### src/hw/rtl/hf2dt_pkg.sv
// Shared constants for the binary16 to decimal text converter.
package hf2dt_pkg;

  localparam int HALF_W   = 16;
  localparam int MANT_W   = 11;
  localparam int EXP_W    = 5;
  localparam int FRAC_W   = 10;
  localparam int CHAR_W   = 7;
  localparam int INT_W    = 16;   // integer part, max 65504
  localparam int NDIG     = 5;    // decimal digits of the integer part
  localparam int BCD_W    = 4 * NDIG;
  localparam int REM_W    = 24;   // fraction remainder, aligned to 2^-24
  localparam int DIDX_W   = 3;    // digit index 0..4
  localparam int CNT_W    = 5;    // dabble bit counter 0..16

  localparam logic [EXP_W-1:0] EXP_ALL1  = 5'h1F;
  localparam logic [EXP_W-1:0] EXP_INT   = 5'd25;  // at or above: no fraction bits

  localparam logic [CHAR_W-1:0] CH_ZERO  = 7'h30;
  localparam logic [CHAR_W-1:0] CH_MINUS = 7'h2D;
  localparam logic [CHAR_W-1:0] CH_DOT   = 7'h2E;

  // Letters of "Inf" / "NaN", position 0..2.
  function automatic logic [CHAR_W-1:0] spec_char(input logic is_nan,
                                                  input logic [1:0] pos);
    logic [CHAR_W-1:0] c;
    case (pos)
      2'd0:    c = is_nan ? 7'h4E : 7'h49;
      2'd1:    c = is_nan ? 7'h61 : 7'h6E;
      default: c = is_nan ? 7'h4E : 7'h66;
    endcase
    return c;
  endfunction

endpackage

### src/hw/rtl/hf2dt_dabble.sv
// Iterative binary to BCD converter, one shift-add-3 step per cycle.
module hf2dt_dabble (
  input  logic                        clk,
  input  logic                        rst,
  input  logic                        start,
  input  logic [hf2dt_pkg::INT_W-1:0] bin,
  output logic                        busy,
  output logic [hf2dt_pkg::BCD_W-1:0] bcd
);
  import hf2dt_pkg::*;

  logic [INT_W-1:0] bin_sh;
  logic [CNT_W-1:0] cnt;
  logic [BCD_W-1:0] adj;

  always_comb begin
    for (int k = 0; k < NDIG; k++) begin
      adj[4*k +: 4] = (bcd[4*k +: 4] >= 4'd5) ? bcd[4*k +: 4] + 4'd3 : bcd[4*k +: 4];
    end
  end

  assign busy = (cnt != '0);

  always_ff @(posedge clk) begin
    if (rst) begin
      cnt <= '0;
    end else if (start) begin
      cnt <= CNT_W'(INT_W);
    end else if (busy) begin
      cnt <= cnt - 1'b1;
    end
  end

  always_ff @(posedge clk) begin
    if (start) begin
      bin_sh <= bin;
      bcd    <= '0;
    end else if (busy) begin
      bcd    <= {adj[BCD_W-2:0], bin_sh[INT_W-1]};
      bin_sh <= {bin_sh[INT_W-2:0], 1'b0};
    end
  end

endmodule

### src/hw/rtl/hf2dt_frac_step.sv
// One fraction digit step: remainder times ten, split into digit and new remainder.
module hf2dt_frac_step (
  input  logic [hf2dt_pkg::REM_W-1:0] rem,
  output logic [3:0]                  digit,
  output logic [hf2dt_pkg::REM_W-1:0] rem_next
);
  import hf2dt_pkg::*;

  logic [REM_W+3:0] prod;

  // x10 as x8 + x2
  assign prod     = {rem, 3'b000} + {3'b000, rem, 1'b0};
  assign digit    = prod[REM_W+3:REM_W];
  assign rem_next = prod[REM_W-1:0];

endmodule

### src/hw/rtl/half_float_to_decimal_text_top.sv
// Top level: binary16 pattern in, exact decimal ASCII text out, one character per request.
//
// Each input request carries one IEEE binary16 pattern; the block answers with the
// characters of its exact decimal value, one per output request, last_char marking
// the final one. Text is an optional '-', the integer digits (no leading zeros, "0"
// if the integer part is zero), then '.' and fraction digits until the remainder is
// exhausted (at most 24). Infinity is "Inf"/"-Inf", NaN is "NaN" regardless of sign,
// zero is "0"/"-0". One request is handled at a time and in_ready is low until its
// last character has gone into the output register. A finite value first has its 16-bit
// integer part converted to BCD bit-serially, then its characters are emitted; each
// fraction digit costs one pass through the shared times-ten unit. Inf/NaN characters
// are emitted directly. The output register lets the next request be taken while the
// final character is still waiting.
module half_float_to_decimal_text_top (
  input  logic                        clk,
  input  logic                        rst,
  input  logic                        in_valid,
  output logic                        in_ready,
  input  logic [hf2dt_pkg::HALF_W-1:0] half_bits,
  output logic                        out_valid,
  input  logic                        out_ready,
  output logic [hf2dt_pkg::CHAR_W-1:0] text_char,
  output logic                        last_char
);
  import hf2dt_pkg::*;

  typedef enum logic [2:0] {
    S_IDLE, S_DABBLE, S_SIGN, S_INT, S_DOT, S_FRAC, S_SPEC
  } state_t;

  state_t state, state_next;

  // request context
  logic              neg;
  logic              spec;
  logic              nan;
  logic [REM_W-1:0]  rem;
  logic [DIDX_W-1:0] idx;
  logic [1:0]        spos;

  // field decode at accept
  logic              accept;
  logic [EXP_W-1:0]  ex;
  logic [FRAC_W-1:0] fr;
  logic [MANT_W-1:0] mant;
  logic [4:0]        sh;
  logic [MANT_W+REM_W-1:0] wide;
  logic [INT_W-1:0]  ipart;
  logic [REM_W-1:0]  rem_init;

  // shared units
  logic              dab_busy;
  logic [BCD_W-1:0]  bcd;
  logic [3:0]        fdigit;
  logic [REM_W-1:0]  frem_next;

  // emission
  logic              out_free;
  logic              emit;
  logic [CHAR_W-1:0] emit_char;
  logic              emit_last;
  logic [DIDX_W-1:0] lead_idx;
  logic [3:0]        int_digit;

  assign in_ready = (state == S_IDLE);
  assign accept   = in_valid && in_ready;
  assign out_free = !out_valid || out_ready;

  assign ex   = half_bits[14:10];
  assign fr   = half_bits[9:0];
  assign mant = (ex == '0) ? {1'b0, fr} : {1'b1, fr};

  // Value = mant * 2^(ex-25) (subnormal: fr * 2^-24). Shifting mant left by ex-1 (0 for
  // subnormals) puts the binary point at bit 24, so the upper bits are the integer part
  // and the lower the remainder.
  always_comb begin
    sh       = (ex == '0) ? 5'd0 : ex - 5'd1;
    wide     = {{REM_W{1'b0}}, mant} << sh;
    ipart    = {{(INT_W-MANT_W){1'b0}}, wide[MANT_W+REM_W-1:REM_W]};
    rem_init = wide[REM_W-1:0];
    if (ex >= EXP_INT) begin
      ipart    = {{(INT_W-MANT_W){1'b0}}, mant} << (ex - EXP_INT);
      rem_init = '0;
    end
  end

  hf2dt_dabble u_dabble (
    .clk   (clk),
    .rst   (rst),
    .start (accept && (ex != EXP_ALL1)),
    .bin   (ipart),
    .busy  (dab_busy),
    .bcd   (bcd)
  );

  hf2dt_frac_step u_frac (
    .rem      (rem),
    .digit    (fdigit),
    .rem_next (frem_next)
  );

  // highest nonzero BCD digit, zero position when all are zero
  always_comb begin
    lead_idx = '0;
    for (int k = 1; k < NDIG; k++) begin
      if (bcd[4*k +: 4] != 4'd0) lead_idx = DIDX_W'(k);
    end
  end

  assign int_digit = bcd[{idx, 2'b00} +: 4];

  always_comb begin
    state_next = state;
    emit       = 1'b0;
    emit_char  = CH_ZERO;
    emit_last  = 1'b0;
    case (state)
      S_IDLE: begin
        if (accept) begin
          if (ex != EXP_ALL1)          state_next = S_DABBLE;
          else if (fr == '0 && half_bits[15]) state_next = S_SIGN;
          else                         state_next = S_SPEC;
        end
      end
      S_DABBLE: begin
        if (!dab_busy) state_next = neg ? S_SIGN : S_INT;
      end
      S_SIGN: begin
        if (out_free) begin
          emit       = 1'b1;
          emit_char  = CH_MINUS;
          state_next = spec ? S_SPEC : S_INT;
        end
      end
      S_INT: begin
        if (out_free) begin
          emit      = 1'b1;
          emit_char = CH_ZERO | {3'b000, int_digit};
          if (idx == '0) begin
            emit_last  = (rem == '0);
            state_next = (rem == '0) ? S_IDLE : S_DOT;
          end
        end
      end
      S_DOT: begin
        if (out_free) begin
          emit       = 1'b1;
          emit_char  = CH_DOT;
          state_next = S_FRAC;
        end
      end
      S_FRAC: begin
        if (out_free) begin
          emit      = 1'b1;
          emit_char = CH_ZERO | {3'b000, fdigit};
          emit_last = (frem_next == '0);
          if (frem_next == '0) state_next = S_IDLE;
        end
      end
      S_SPEC: begin
        if (out_free) begin
          emit      = 1'b1;
          emit_char = spec_char(nan, spos);
          emit_last = (spos == 2'd2);
          if (spos == 2'd2) state_next = S_IDLE;
        end
      end
      default: state_next = S_IDLE;
    endcase
  end

  always_ff @(posedge clk) begin
    if (rst) begin
      state     <= S_IDLE;
      out_valid <= 1'b0;
    end else begin
      state <= state_next;
      if (emit)           out_valid <= 1'b1;
      else if (out_ready) out_valid <= 1'b0;
      if (emit) begin
        text_char <= emit_char;
        last_char <= emit_last;
      end
    end
  end

  always_ff @(posedge clk) begin
    case (state)
      S_IDLE: begin
        if (accept) begin
          neg  <= half_bits[15];
          spec <= (ex == EXP_ALL1);
          nan  <= (fr != '0);
          rem  <= rem_init;
          spos <= 2'd0;
        end
      end
      S_DABBLE: idx <= lead_idx;
      S_INT:    if (emit && idx != '0) idx <= idx - 1'b1;
      S_FRAC:   if (emit) rem <= frem_next;
      S_SPEC:   if (emit) spos <= spos + 2'd1;
      default: ;
    endcase
  end

endmodule
### config.mk
export PLATFORM = sky130hd
export DESIGN_NAME = half_float_to_decimal_text_top
export DESIGN_NICKNAME = d
export VERILOG_FILES = /design/src/hw/rtl/hf2dt_pkg.sv /design/src/hw/rtl/hf2dt_dabble.sv /design/src/hw/rtl/hf2dt_frac_step.sv /design/src/hw/rtl/half_float_to_decimal_text_top.sv
export SDC_FILE = /design/constraint.sdc
export NUM_CORES = 1
export LEC_CHECK = 0
export BUFFER_PORTS_ARGS = -buffer_cell sky130_fd_sc_hd__buf_2
export CORE_MARGIN = 5
export CORE_UTILIZATION = 45
export CTS_BUF_LIST = sky130_fd_sc_hd__clkbuf_4
export DETAILED_ROUTE_END_ITERATION = 8
export SLEW_MARGIN = 20
export SYNTH_ARGS = -nofsm -noshare
export SYNTH_HDL_FRONTEND = slang
export SYNTH_SLANG_ARGS = --single-unit
### constraint.sdc
create_clock -name clk -period 3.8 [get_ports clk]
set_input_delay 0.38 -clock clk [delete_from_list [all_inputs] [get_ports clk]]
set_output_delay 0.38 -clock clk [all_outputs]
set_load 0.005 [all_outputs]
# == Word level (Yosys, flattened, before mapping) ==
# Cells that the tools add are included.
# word_totals
register_bits,85
latchBits,0
mem_bits_rw,0
romBits,0
wordCells,151
mem_count,0
# op_classes
add_sub_neg,11
mul,0
n_div,0
order_cmp,6
eq_ne,23
shift,3
muxes,60
bitwise_logic,1
n_reduce_logical,33
# op_table
operator,n
two-way mux 24 bit,3
two-way mux 3 bit,20
logical NOT 24 bit,2
two-way mux 16 bit,3
case mux 24 bit (2 select lines),1
case mux 7 bit (5 select lines),1
<< shifter 11 x 5 -> 35 bit,1
adder 27 x 25 -> 28 bit,1
two-way mux 4 bit,7
two-way mux 5 bit,5
"!= test 2 bit, second input constant",12
case mux 3 bit (7 select lines),1
"greater-or-equal comparator 4 x 3 -> 1 bit, second input constant",5
variable part select 20 x 6 -> 4 bit,1
"adder 4 x 2 -> 4 bit, second input constant",4
nonzero test 4 bit,4
<< shifter 11 x 5 -> 16 bit,1
case mux 6 bit (2 select lines),1
two-way mux 11 bit,1
logical NOT 10 bit,1
two-way mux 1 bit,10
AND reduction 10 bit,1
nonzero test 10 bit,1
nonzero test 2 bit,5
33 further kinds,45

# == Longest topological paths before layout ==
# depth
depth_word,7
mapped_depth,13
mapped_depth_nobuf,12

# == By module ==
# From an unflattened synthesis, not the netlist that was laid out.
# unflattened
hier_cells,872
area_unflattened_um2,7450.9
# by_module_without_submodules
module,instances,cells_per_inst,area_per_inst_um2
half_float_to_decimal_text_top,1,492,4032.6
hf2dt_dabble,1,219,2210.9
hf2dt_frac_step,1,161,1207.4

# == Worst setup path after synthesis ==
# OpenSTA, ideal clock, no wires.
# synth_timing
path_type,input -> register
start,input port half_bits[10] (netlist name)
end,"register rem[16], data pin"
arrival_time_ns,2.920
setup_slack_ns,0.618
cell_stages,12
path_cell_list,clkbuf_1 > clkinv_1 > ha_1 > nor4b_4 > nor2_2 > mux4_2 > mux2i_1 > nor2_1 > a31oi_2 > o22ai_1 > a21oi_1 > o21ai_1
# synth_via
elab_chain_len,6
word_cells_on_any_way,9
classes_between,1 x add/sub; 1 x order compare; 1 x shift; 5 x mux; 1 x reduce/logical
# synth_lines
item,line_no,rtl
from (decl),half_float_to_decimal_text_top.sv:19,"input logic [hf2dt_pkg::HALF_W-1:0] half_bits,"
subtractor 5 x 1 -> 5 bit or logical NOT 5 bit (tied branches),"half_float_to_decimal_text_top.sv:77, half_float_to_decimal_text_top.sv:71",
two-way mux 5 bit or two-way mux 11 bit (tied branches),"half_float_to_decimal_text_top.sv:77, half_float_to_decimal_text_top.sv:71",
<< shifter 11 x 5 -> 35 bit,half_float_to_decimal_text_top.sv:78,"wide = {{REM_W{1'b0}}, mant} << sh;"
two-way mux 24 bit (*),half_float_to_decimal_text_top.sv:81,if (ex >= EXP_INT) begin
two-way mux 24 bit (*),half_float_to_decimal_text_top.sv:190,if (accept) begin
case mux 24 bit (2 select lines) (*),half_float_to_decimal_text_top.sv:188,case (state)
to (signal assigned),half_float_to_decimal_text_top.sv:194,rem <= rem_init;
to (signal assigned),half_float_to_decimal_text_top.sv:200,S_FRAC: if (emit) rem <= frem_next;
to (decl),half_float_to_decimal_text_top.sv:37,logic [REM_W-1:0] rem;
# Every way passes the cells marked *; elsewhere a longest branch is shown, timed or not. The select of a mux whose other input is x is not followed.
# A chain may end at the register's enable or synchronous reset.

# == Worst setup path in the final report ==
# layout_timing
start,register rem[2]
end,"register last_char, data pin"
# layout_via
elab_chain_len,4
word_cells_on_any_way,7
classes_between,1 x add/sub; 4 x mux; 2 x reduce/logical
# layout_lines
item,line_no,rtl
adder 27 x 25 -> 28 bit or logical NOT 24 bit (tied branches),"hf2dt_frac_step.sv:12, half_float_to_decimal_text_top.sv:140",
logical NOT 24 bit or two-way mux 1 bit (tied branches),"half_float_to_decimal_text_top.sv:156, half_float_to_decimal_text_top.sv:139",
"two-way mux 1 bit, on equally long branches","half_float_to_decimal_text_top.sv:153, half_float_to_decimal_text_top.sv:136",
case mux 1 bit (3 select lines) (*),half_float_to_decimal_text_top.sv:117,case (state)
to (signal assigned),half_float_to_decimal_text_top.sv:182,last_char <= emit_last;
to (decl),half_float_to_decimal_text_top.sv:23,output logic last_char
# Every way passes the cells marked *; elsewhere a longest branch is shown, timed or not.

==> flow_metrics.py <==
metrics = {
    "worst_setup_path": {
        "critical_path.top_delay_family": "compound AO/OA/AOI/OAI gates",
        "cp-end-kind": "register",
        "reg2reg_depth": 11,
        "crit_buf_inv": 1,
        "crit_cells": 11,
        "rrSetupSlack_ns": 0.24,
        "critPathMaxFanout": 8,
        "path_class": "reg -> reg",
        "slowest_stage": "edfxtp_1",
        "start_kind": "register",
        "critical_path.cell_chain": "ha_1 -> inv_1 -> fa_1 -> nor2b_4 -> o2111a_1 -> o311ai_4 -> nor3_1 -> or3_1 -> a2111oi_2 -> nand4_1 -> a211oi_1",
        "slowest_delay_ns": 0.48,
        "critical_path_arrival_ns": 3.85,
        "required_ns": 4.09,
    },
    "timing": {
        "maxSlewViolCount": 0,
        "period_share_pct": 93.7,
        "fin_crit_ns": 3.56,
        "setup_violations": 0,
        "tightest_slew_ns": 1.03,
        "max_freq_mhz": 281,
        "rsz0062_at_grt": "false",
        "tns_ns": 0,
        "slew_headroom_pct": 30.7,
        "hold_viol": 0,
        "finClkSkew_ns": 0.0141,
    },
    "finish": {
        "num_antenna_cells": 0,
        "fin_util_pct": 49.4,
        "layout_common_cells": "112 x nand2_1, 81 x nor2_1, 79 x a21oi_1",
        "drive_gt1_share_pct": 10.3,
        "finalNetCount": 935,
        "mostFrequentLayoutCell": "nand2_1",
        "area.growth.synth_to_final_pct": 7.16,
    },
    "yosys": {
        "synthArstFlopShare_pct": 0,
        "synth_cells": 862,
        "synth-main-ff-cell": "edfxtp_1",
        "netlist_area_um2": 7060,
        "synth_edf_count": 56,
        "avgSynthCellArea_um2": 8.19,
        "ys_seq_area_share_pct": 32.1,
        "syn_nets": 925,
        "netlist-cell-type-count": 80,
        "yosys_warnings": 0,
        "ys_ff_latch": 85,
    },
    "flow_run": {
        "max_cap_violations": 0,
    },
    "clocking": {
        "htree_num_levels": 3,
        "cts_made_buffers": 9,
        "insertion_delay_ns": 0.48,
        "cts_tree": "done",
        "numClockSinks": 85,
        "cts_buffer_depth": 2,
        "post_cts_buffers": 0,
        "path_clk_slew_ns": 0.15,
        "cts-root-buf": "clkbuf_4",
        "hold_buffers": 0,
        "cts_resized": 0,
    },
    "route": {
        "wire_per_inst_um": 18.0,
        "drc_errors": 0,
        "antenna_left": 0,
        "drtIter0Drc": 680,
        "vias_per_cell": 6.15,
        "first_pass_iters": 5,
        "wl_um": 19600,
        "vias": 6688,
    },
    "die": {
        "dieArea_um2": 18300,
        "start_util_pct": 46.1,
        "fp.dieW_um": 135,
        "pin_count": 30,
        "core_um2": 15300,
        "die_h_um": 135,
        "rows": 45,
    },
    "power_and_ir_drop": {
        "power_density_nw_per_um2": 823,
        "ir_drop_v": 0.000483,
        "p_leak_nw": 2.86,
    },
    "global_route": {
        "grt_pass1_wl_um": 31600,
        "grt_max_degree": 29,
        "track_usage_pct": 21.2,
        "grt_pass1_vias": 6155,
        "overflow": 0,
        "grt_antenna_before_repair": 0,
    },
    "placed_design": {
        "gp_congestion": 0.960,
        "portBuffers": 29,
        "post-dp-hpwl_um": 15100,
    },
    "status": {
        "status": "completed",
    },
    "hold_path": {
        "holdPathStages": 1,
        "hp-class": "in -> reg",
    },
}
metal layers:
metal  wire length, µm  GRT usage, %  share of wire [%]  vias to the layer above
met5                 0             0                  0                        -
met4               394          6.66                2.0                        0
met3              1210          3.64                6.2                       33
met2              9160          35.1                 47                      265
met1              8820          28.4                 45                     3153
li1                  -             -                  -                     3237
cell type report:
cell class / count / area (µm²)
clock buffer: 9 / 67.6
tap: 211 / 264
clock inverter: 7 / 80.1
sequential: 85 / 2260
timing repair buffer: 45 / 265
fill: 1518 / 7750
inverter: 34 / 128
multi-input combinational: 697 / 4500
metrics by stage:
| stage | cell area, µm² | power [mW] | setup slack (ns) | instances | hold WS [ns] |
|---|---|---|---|---|---|
| floorplan | 7060 | 4.69 | 0.618 | 862 | 0.458 |
| global placement | 7410 | 5.54 | 0.353 | 1072 | 0.480 |
| detailed placement | 7410 | 5.64 | 0.278 | 1072 | 0.497 |
| CTS | 7560 | 6.22 | 0.259 | 1088 | 0.0703 |
| global route | 7560 | 6.77 | 0.00438 | 1088 | 0.0751 |
| finish | 7560 | 6.22 | 0.239 | 1088 | 0.0996 |
power by group:
group          switching [mW]  leakage [nW]  internal [mW]
registers               0.404         0.789           1.49
logic                    2.30          1.99           1.47
clock network           0.355        0.0788          0.209
total                    3.05          2.86           3.17
synthesized netlist by cell type (3+ instances only):
library cell	count	area, µm²
xnor2_1	13	114
nor2_1	82	308
a21o_1	4	30.0
a311oi_1	3	26.3
xor2_1	14	123
nor3b_1	7	52.6
a221oi_1	4	35.0
nand3_1	32	160
a31oi_1	10	62.6
a21oi_1	79	395
and3_1	6	37.5
o31ai_1	5	37.5
ha_1	42	526
buf_2	3	15.0
nand2_1	112	420
or4_1	3	22.5
mux2i_1	20	200
clkbuf_1	40	150
inv_1	33	124
o211ai_1	12	90.1
o21a_1	4	30.0
o21ai_0	61	305
nand2b_1	13	81.3
or2_2	4	25.0
o21ai_1	15	75.1
nand4_1	10	62.6
o22ai_1	16	100
or3_1	3	18.8
mux2_2	3	33.8
nor3_1	17	85.1
and2_1	4	25.0
o22a_1	3	26.3
nor4_1	10	62.6
dfxtp_1	29	581
edfxtp_1	56	1680
a22o_1	4	35.0
nor2b_1	9	56.3
nand3b_1	4	30.0
a211o_1	4	35.0
a211oi_1	12	90.1
mux4_2	8	180
final timing paths:
| kind | startpoint | endpoint |
|---|---|---|
| hold / removal | half_bits[15] | neg$_DFFE_PP_ |
| setup / recovery | rem[2]$_DFFE_PP_ | last_char$_SDFFCE_PN0P_ |
| hold reg to reg | u_dabble.bcd[1]$_SDFFE_PP0P_ | u_dabble.bcd[1]$_SDFFE_PP0P_ |
| setup reg to reg | rem[2]$_DFFE_PP_ | last_char$_SDFFCE_PN0P_ |
kinds of logic after synthesis:
family	count (synthesis)	synth area share [%]
muxes	31	5.87
xor gates and xnor gates	27	3.35
DFF	85	32.1
adders and majority gates	43	7.73
buffers and inverters	80	4.41
and+or+nand+nor	331	22.6
AOI/OAI and AO/OA	265	24.0
sequential cells by signal, summed over array words and instances, names as in the netlist:
name and count:
idx 3, last_char 1, nan 1, neg 1, out_valid 1, rem 24, spec 1, spos 2
state 3, text_char 7, u_dabble.bcd 20, u_dabble.bin_sh 16, u_dabble.cnt 5
Note: power is estimated with default switching activity, not from simulation.
